==> config.mk <==
export PLATFORM = sky130hd
export DESIGN_NAME = token_bucket_rate_limiter
export DESIGN_NICKNAME = d
export VERILOG_FILES = /design/src/sv/tbrl_pkg.sv /design/src/sv/tbrl_div.sv /design/src/sv/token_bucket_rate_limiter.sv
export SDC_FILE = /design/constraint.sdc
export NUM_CORES = 2
export LEC_CHECK = 0
export ABC_AREA = 1
export BUFFER_PORTS_ARGS = -buffer_cell sky130_fd_sc_hd__clkbuf_2
export CORE_AREA = 3 3 396 398
export DETAILED_ROUTE_END_ITERATION = 6
export DIE_AREA = 0 0 399 401
export GPL_TIMING_DRIVEN = 0
export PLACE_DENSITY = 0.71
export SYNTH_ARGS = -nofsm -noshare
export SYNTH_HDL_FRONTEND = slang
export SYNTH_SLANG_ARGS = --single-unit
==> constraint.sdc <==
create_clock -name clk -period 16.1 [get_ports clk]
set_input_delay 0.805 -clock clk [delete_from_list [all_inputs] [get_ports clk]]
set_output_delay 0.805 -clock clk [all_outputs]
set_load 0.005 [all_outputs]
==> src/sv/tbrl_pkg.sv <==
package tbrl_pkg;

  localparam int COUNT_WIDTH = 32;
  localparam int DEPTH_WIDTH = (COUNT_WIDTH > 32) ? COUNT_WIDTH : 32;
  localparam int DIV_WIDTH   = (COUNT_WIDTH + 10 > 64) ? COUNT_WIDTH + 10 : 64;

  typedef logic [COUNT_WIDTH-1:0] count_t;
  typedef logic [DIV_WIDTH-1:0]   div_word_t;
  typedef logic [0:0]             cfg_index_t;

  localparam cfg_index_t CFG_BUCKET_DEPTH = 1'b0;
  localparam cfg_index_t CFG_FILL_RATE    = 1'b1;

  localparam logic [31:0] DEPTH_RESET = 32'd65536;
  localparam logic [31:0] RATE_RESET  = 32'd1000;
  localparam logic [31:0] MS_PER_S    = 32'd1000;
  localparam logic [31:0] MAX32       = 32'hFFFF_FFFF;
  localparam count_t      COUNT_MAX   = '1;

  // floor(x / 1000) == (x * RECIP_1000) >> RECIP_SHIFT for any x below 2^26
  localparam logic [26:0] RECIP_1000  = 27'd68719477;
  localparam int          RECIP_SHIFT = 36;

  // saturate the configured depth to the counter range
  function automatic count_t eff_depth(input logic [31:0] depth);
    logic [DEPTH_WIDTH-1:0] wide;
    wide = DEPTH_WIDTH'(depth);
    if (wide > DEPTH_WIDTH'(COUNT_MAX)) begin
      return COUNT_MAX;
    end
    return COUNT_WIDTH'(wide);
  endfunction

endpackage

==> src/sv/tbrl_div.sv <==
module tbrl_div (
  input  logic                clk,
  input  logic                rst,
  input  logic                start,
  input  tbrl_pkg::div_word_t dividend,
  input  logic [31:0]         divisor,
  output logic                done,
  output tbrl_pkg::div_word_t quotient
);
  import tbrl_pkg::*;

  localparam int StepWidth = $clog2(DIV_WIDTH + 1);

  logic                 busy;
  logic [StepWidth-1:0] cnt;
  logic [31:0]          rem;
  logic [31:0]          den;
  logic [32:0]          rem_sh;
  logic                 fits;
  logic [31:0]          rem_next;

  assign rem_sh   = {rem, quotient[DIV_WIDTH-1]};
  assign fits     = rem_sh >= {1'b0, den};
  assign rem_next = fits ? 32'(rem_sh - {1'b0, den}) : rem_sh[31:0];

  always_ff @(posedge clk) begin
    if (rst) begin
      busy <= 1'b0;
      done <= 1'b0;
      cnt  <= '0;
    end else begin
      done <= 1'b0;
      if (start) begin
        busy     <= 1'b1;
        cnt      <= StepWidth'(DIV_WIDTH);
        rem      <= '0;
        den      <= divisor;
        quotient <= dividend;
      end else if (busy) begin
        rem      <= rem_next;
        quotient <= {quotient[DIV_WIDTH-2:0], fits};
        cnt      <= cnt - StepWidth'(1);
        if (cnt == StepWidth'(1)) begin
          busy <= 1'b0;
          done <= 1'b1;
        end
      end
    end
  end

  a_done_after_busy: assert property (@(posedge clk) disable iff (rst)
    done |-> $past(busy))
    else $error("divider done without a running division");

  a_start_idle: assert property (@(posedge clk) disable iff (rst)
    start |-> !busy)
    else $error("divider restarted mid-division");

  a_busy_count: assert property (@(posedge clk) disable iff (rst)
    busy |-> cnt != '0)
    else $error("divider busy with no steps left");

endmodule

==> src/sv/token_bucket_rate_limiter.sv <==
// Token bucket rate limiter.
// Item channel (item_valid / item_stall): op, now_ms, drain_length. op 0
// refills the bucket from the time elapsed since the last update, then
// grants the drain when drain_length fits; op 1 empties the bucket.
// Result channel (result_valid / result_stall): granted, tokens_left and
// fill_time_ms, one word per item, in order.
// Configuration: cfg_we writes cfg_data to bucket_depth (index 0) or
// fill_rate (index 1); write only while no item is in progress.
// One item at a time: item_stall stays high from acceptance until the
// result is loaded into the output register. A refill divides the
// rate-time product by 1000 in four 16-bit digits, each a quotient-digit
// step (S_QDIG) then a remainder step (S_RDIG), through a reciprocal
// multiply; the fill time uses the radix-2 divider, 64 steps. A zero rate
// skips the divider.
// The output register holds a word while result_stall is high and the next
// item is accepted meanwhile; its result waits in the sequencer until the
// register is free.
// Reset: bucket full at 65536 tokens, rate 1000 per second, last update 0.
module token_bucket_rate_limiter (
  input  logic                 clk,
  input  logic                 rst,
  input  logic                 item_valid,
  output logic                 item_stall,
  input  logic                 op,
  input  logic [31:0]          now_ms,
  input  logic [31:0]          drain_length,
  output logic                 result_valid,
  input  logic                 result_stall,
  output logic                 granted,
  output logic [31:0]          tokens_left,
  output logic [31:0]          fill_time_ms,
  input  logic                 cfg_we,
  input  tbrl_pkg::cfg_index_t cfg_index,
  input  logic [31:0]          cfg_data
);
  import tbrl_pkg::*;

  typedef enum logic [3:0] {
    S_IDLE, S_MUL, S_QDIG, S_RDIG, S_ADD, S_GRANT, S_FILL, S_DIVF, S_DONE
  } state_t;

  state_t      state;
  logic [31:0] bucket_depth;
  logic [31:0] fill_rate;
  count_t      tokens;
  logic [31:0] last_ms;
  logic [31:0] now_r;
  logic [31:0] len_r;
  logic [31:0] elapsed;
  logic        granted_r;
  logic [31:0] fill_r;
  logic        div_go;
  div_word_t   div_num;
  logic [31:0] div_den;
  logic        div_done;
  div_word_t   div_quo;
  logic [63:0] acc;
  logic [63:0] quo_ms;
  logic [9:0]  rem_ms;
  logic [15:0] q_dig;
  logic [1:0]  dig;

  count_t      depth;
  logic [63:0] prod;
  count_t      room;
  count_t      add_amt;
  count_t      missing;
  div_word_t   missing_ms;
  logic [25:0] cur;
  logic [51:0] recip_prod;

  assign depth      = eff_depth(bucket_depth);
  assign prod       = 64'(fill_rate) * 64'(elapsed);
  assign room       = depth - tokens;
  assign add_amt    = (quo_ms > 64'(room)) ? room : COUNT_WIDTH'(quo_ms);
  assign missing    = (tokens < depth) ? depth - tokens : '0;
  assign missing_ms = (DIV_WIDTH'(missing) << 10) - (DIV_WIDTH'(missing) << 4)
                    - (DIV_WIDTH'(missing) << 3);
  assign cur        = {rem_ms, acc[63:48]};
  assign recip_prod = 52'(cur) * 52'(RECIP_1000);
  assign item_stall = (state != S_IDLE);

  tbrl_div u_div (
    .clk      (clk),
    .rst      (rst),
    .start    (div_go),
    .dividend (div_num),
    .divisor  (div_den),
    .done     (div_done),
    .quotient (div_quo)
  );

  always_ff @(posedge clk) begin
    if (rst) begin
      state        <= S_IDLE;
      bucket_depth <= DEPTH_RESET;
      fill_rate    <= RATE_RESET;
      tokens       <= eff_depth(DEPTH_RESET);
      last_ms      <= '0;
      result_valid <= 1'b0;
      div_go       <= 1'b0;
    end else begin
      if (cfg_we) begin
        unique case (cfg_index)
          CFG_BUCKET_DEPTH: bucket_depth <= cfg_data;
          CFG_FILL_RATE:    fill_rate    <= cfg_data;
          default:          ;
        endcase
      end
      if (result_valid && !result_stall && state != S_DONE) begin
        result_valid <= 1'b0;
      end
      unique case (state)
        S_IDLE: begin
          if (item_valid) begin
            granted_r <= 1'b0;
            now_r     <= now_ms;
            len_r     <= drain_length;
            if (op) begin
              tokens  <= '0;
              last_ms <= now_ms;
              state   <= S_FILL;
            end else if (tokens >= depth) begin
              tokens  <= depth;
              last_ms <= now_ms;
              state   <= S_GRANT;
            end else begin
              elapsed <= now_ms - last_ms;
              state   <= S_MUL;
            end
          end
        end
        S_MUL: begin
          acc    <= prod;
          quo_ms <= '0;
          rem_ms <= '0;
          dig    <= 2'd3;
          state  <= S_QDIG;
        end
        S_QDIG: begin
          q_dig <= recip_prod[RECIP_SHIFT+15:RECIP_SHIFT];
          state <= S_RDIG;
        end
        S_RDIG: begin
          rem_ms <= 10'(cur - 26'(q_dig) * 26'(MS_PER_S));
          quo_ms <= {quo_ms[47:0], q_dig};
          acc    <= {acc[47:0], 16'h0000};
          dig    <= dig - 2'd1;
          if (dig == 2'd0) begin
            state <= S_ADD;
          end else begin
            state <= S_QDIG;
          end
        end
        S_ADD: begin
          if (quo_ms != '0) begin
            tokens  <= tokens + add_amt;
            last_ms <= now_r;
          end
          state <= S_GRANT;
        end
        S_GRANT: begin
          if (DEPTH_WIDTH'(len_r) <= DEPTH_WIDTH'(tokens)) begin
            tokens    <= tokens - COUNT_WIDTH'(len_r);
            granted_r <= 1'b1;
          end
          state <= S_FILL;
        end
        S_FILL: begin
          if (fill_rate == '0) begin
            fill_r <= MAX32;
            state  <= S_DONE;
          end else begin
            div_num <= missing_ms;
            div_den <= fill_rate;
            div_go  <= 1'b1;
            state   <= S_DIVF;
          end
        end
        S_DIVF: begin
          div_go <= 1'b0;
          if (div_done) begin
            fill_r <= (|div_quo[DIV_WIDTH-1:32]) ? MAX32 : div_quo[31:0];
            state  <= S_DONE;
          end
        end
        S_DONE: begin
          if (!result_valid || !result_stall) begin
            result_valid <= 1'b1;
            granted      <= granted_r;
            tokens_left  <= 32'(tokens);
            fill_time_ms <= fill_r;
            state        <= S_IDLE;
          end
        end
        default: state <= S_IDLE;
      endcase
    end
  end

  a_result_from_done: assert property (@(posedge clk) disable iff (rst)
    $rose(result_valid) |-> $past(state == S_DONE))
    else $error("result word loaded outside the final step");

  a_div_done_waited: assert property (@(posedge clk) disable iff (rst)
    div_done |-> state == S_DIVF)
    else $error("division finished with no step waiting on it");

  a_grant_no_gain: assert property (@(posedge clk) disable iff (rst)
    state == S_GRANT |=> tokens <= $past(tokens))
    else $error("drain step added tokens");

endmodule
==> impl_metrics.py <==
metrics = {
    "run_status": {
        "status": "finished, violations left",
        "violations": "design-rule violations, max-capacitance violations, max-slew violations",
    },
    "yosys": {
        "synthCells": 10110,
        "yosysWarnings": 0,
        "yosysMostFrequentCell": "inv_1",
        "synthArstFlopShare_pct": 0,
        "ys_top_cells_by_count": "inv_1, nand2_1, fa_1, ha_1, nor2_1",
        "synth_top_family_by_area": "adder cells",
        "synth_flop_cell": "edfxtp_1",
        "synthSimpleGateAreaFrac_pct": 15.80,
        "synthesis.area_um2": 84430,
        "synthAdderAreaFrac_pct": 38.40,
        "synth_edf_count": 551,
        "synth_nets": 12140,
        "synth_compound_area_share_pct": 8.426,
        "synth_largest_area_cell": "fa_1",
        "avgSynthCellArea_um2": 8.350,
        "synthMuxAreaShare_pct": 0,
        "synth-seq-cells": 694,
        "synth_top_area_share_pct": 26.48,
        "yosysUniqueCellTypes": 65,
        "synthXorXnorAreaFrac_pct": 2.064,
        "seq_area_frac_synth_pct": 22.99,
        "synth_area_leaders": "fa_1, edfxtp_1, ha_1, inv_1, nand2_1",
    },
    "cells_and_area": {
        "post-route-util_pct": 59.04,
        "layout.nets": 12410,
        "syn_to_final_growth_pct": 7.467,
        "nFillCells": 13780,
        "final_cells": 12500,
        "drive_gt1_share_pct": 4.347,
    },
    "floorplanning": {
        "rows": 144,
        "die-area_um2": 160000,
        "fp.dieW_um": 399,
        "core_um2": 153700,
        "fp.dieH_um": 401,
        "initial_utilization_pct": 54.94,
        "boundaryPins": 170,
    },
    "global_routing": {
        "use_met1_pct": 46.00,
        "grt_pass1_vias": 70440,
        "grt_first_pass_wirelength_um": 416200,
        "met2_usage_pct": 52.63,
        "antenna_found_initial": 19,
        "grt_busiest_layer": "met2",
        "grt_max_degree": 38,
        "grt_usage_pct": 34.38,
        "grt-ovfl-total": 0,
        "grt_use_met3_pct": 9.859,
    },
    "sta": {
        "fin_hold_ws_ns": 0.3088,
        "fin_setup_tns_ns": 0,
        "finalHoldViolCount": 0,
        "fin_crit_sh_pct": 59.14,
        "tightestPinTransition_ns": 1.525,
        "drv_slew": 11,
        "slew_headroom_pct": -1.637,
        "fin_crit_ns": 9.521,
        "clock-skew-final_ns": 0.04361,
        "setup_viol": 0,
        "clock.fmax_mhz": 105.0,
        "rsz0062_at_grt": "no",
    },
    "cts": {
        "clock-sinks": 694,
        "cts_resized": 0,
        "path_clk_slew_ns": 0.07,
        "cts_tree": "done",
        "clockRootBuffer": "clkbuf_16",
        "clock_latency_ns": 0.67,
        "cts_buffers": 72,
        "ctsHoldBuffers": 0,
        "cts_setup_buffers": 0,
        "htree_levels": 3,
        "ctsLongestPathBuffers": 3,
    },
    "critical_path": {
        "endpoint_kind": "flop",
        "cp_data_arrival_time_ns": 9.95,
        "worst_path_max_delay_cell": "clkbuf_1",
        "slowest_delay_ns": 0.77,
        "worst_setup_path_start_kind": "flop",
        "path_common_cell": "fa_1",
        "required_ns": 16.53,
        "path_max_fanout": 10,
        "crit_type": "reg -> reg",
    },
    "placement": {
        "dp_hpwl_um": 229600,
        "io_buffers": 168,
        "gp_congestion": 1.080,
        "place_inst": 12360,
    },
    "detailed_routing": {
        "drc": 6,
        "wl_um": 271800,
        "drt-wirelength-per-cell_um": 21.75,
        "ant_nets": 0,
        "vias": 69490,
        "vias_per_cell": 5.561,
        "drtIter0Drc": 6957,
        "drt_first_pass_iters": 7,
    },
    "min_path": {
        "hp-class": "in -> reg",
    },
    "job": {
        "maxCapViolCount": 1,
    },
}
layout by cell type, fill, tap and decap left out, types with 10 or more instances in the layout:
cell type / instances
nor2_1: 625
clkbuf_16: 73
nand2_2: 29
edfxtp_1: 551
clkinv_1: 17
nor2_2: 11
nand3b_1: 10
xor2_1: 125
xnor2_1: 74
clkbuf_1: 328
buf_1: 14
ha_1: 804
fa_1: 1117
o21bai_1: 16
clkbuf_2: 169
nand2_1: 2155
o211ai_1: 12
o221ai_1: 16
a211oi_1: 45
a31oi_1: 75
a41oi_1: 18
dfxtp_1: 143
nand4_1: 52
o21ai_0: 399
a21o_1: 38
inv_1: 2421
nand3_1: 224
buf_6: 18
nor2_4: 11
a21oi_1: 512
nor3_1: 46
nor4_1: 44
a21boi_0: 10
or2_2: 46
o31ai_1: 15
o21a_1: 39
per-layer routing:
layer / routed length [um] / share of wire (%)
met3: 31790 / 12
met5: 105 / 0.039
met1: 107700 / 40
met2: 118900 / 44
met4: 13300 / 4.9
cells by family (layout without fill, tap and decap cells):
kind of cell / after synthesis / in the layout
other: 0 / 8
AND/OR/NAND/NOR: 3276 / 3276
XOR/XNOR: 199 / 199
AO/OA/AOI/OAI: 1252 / 1252
adder cells (fa/ha/maj): 1921 / 1921
buffers and inverters: 2770 / 3102
flip-flops: 694 / 694
registers in the layout, indices dropped and copies added (netlist names), 2 cells and up:
register and cells:
acc 64, div_num 41, q_dig 16, last_ms 32, dig 2, now_r 32
tokens 32, div_den 32, fill_r 32, fill_time_ms 32, len_r 32, fill_rate 32
tokens_left 32, u_div.quotient 64, state 4, quo_ms 64, u_div.rem 32, elapsed 32
u_div.den 32, u_div.cnt 7, bucket_depth 32, rem_ms 10
layout make-up:
cell class | count | area (um2) | share of cell area [%]
antenna | 8 | 20.02 | 0.02206
buffer | 337 | 1274 | 1.404
clock buffer | 86 | 1886 | 2.078
clock inverter | 45 | 510.5 | 0.5626
inverter | 2433 | 9138 | 10.07
multi-input combinational | 6648 | 54670 | 60.25
sequential | 694 | 19410 | 21.39
tap | 2044 | 2557 | 2.818
timing repair buffer | 201 | 1274 | 1.404
critical path, delay by kind of cell (launching register included):
family / cells / cell delay [ns]
buf+inv: 9 / 1.97
flops: 1 / 0.35
compound gates: 7 / 1.37
simple gates: 5 / 0.80
fa+ha+maj: 9 / 4.80
path summary, 6_finish.rpt:
check        slack (ns)  cells past startpoint            start          endpoint
min                0.31                      1  drain_length[7]          len_r[7]
max                6.58                     30    fill_rate[23]           acc[56]
min reg2reg        0.41                      0       fill_r[25]  fill_time_ms[25]
max reg2reg        6.58                     30    fill_rate[23]           acc[56]
metrics by stage:
step	area (um2)	setup slack, ns
floorplan	84430	4.525
global placement	87830	0.4258
detailed placement	88320	6.783
CTS	90720	6.765
global route	90720	6.340
finish	90740	6.579
Power is left out: the tool's default activity adds up to more than one toggle a clock period on the data nets, which glitch-free logic cannot reach.
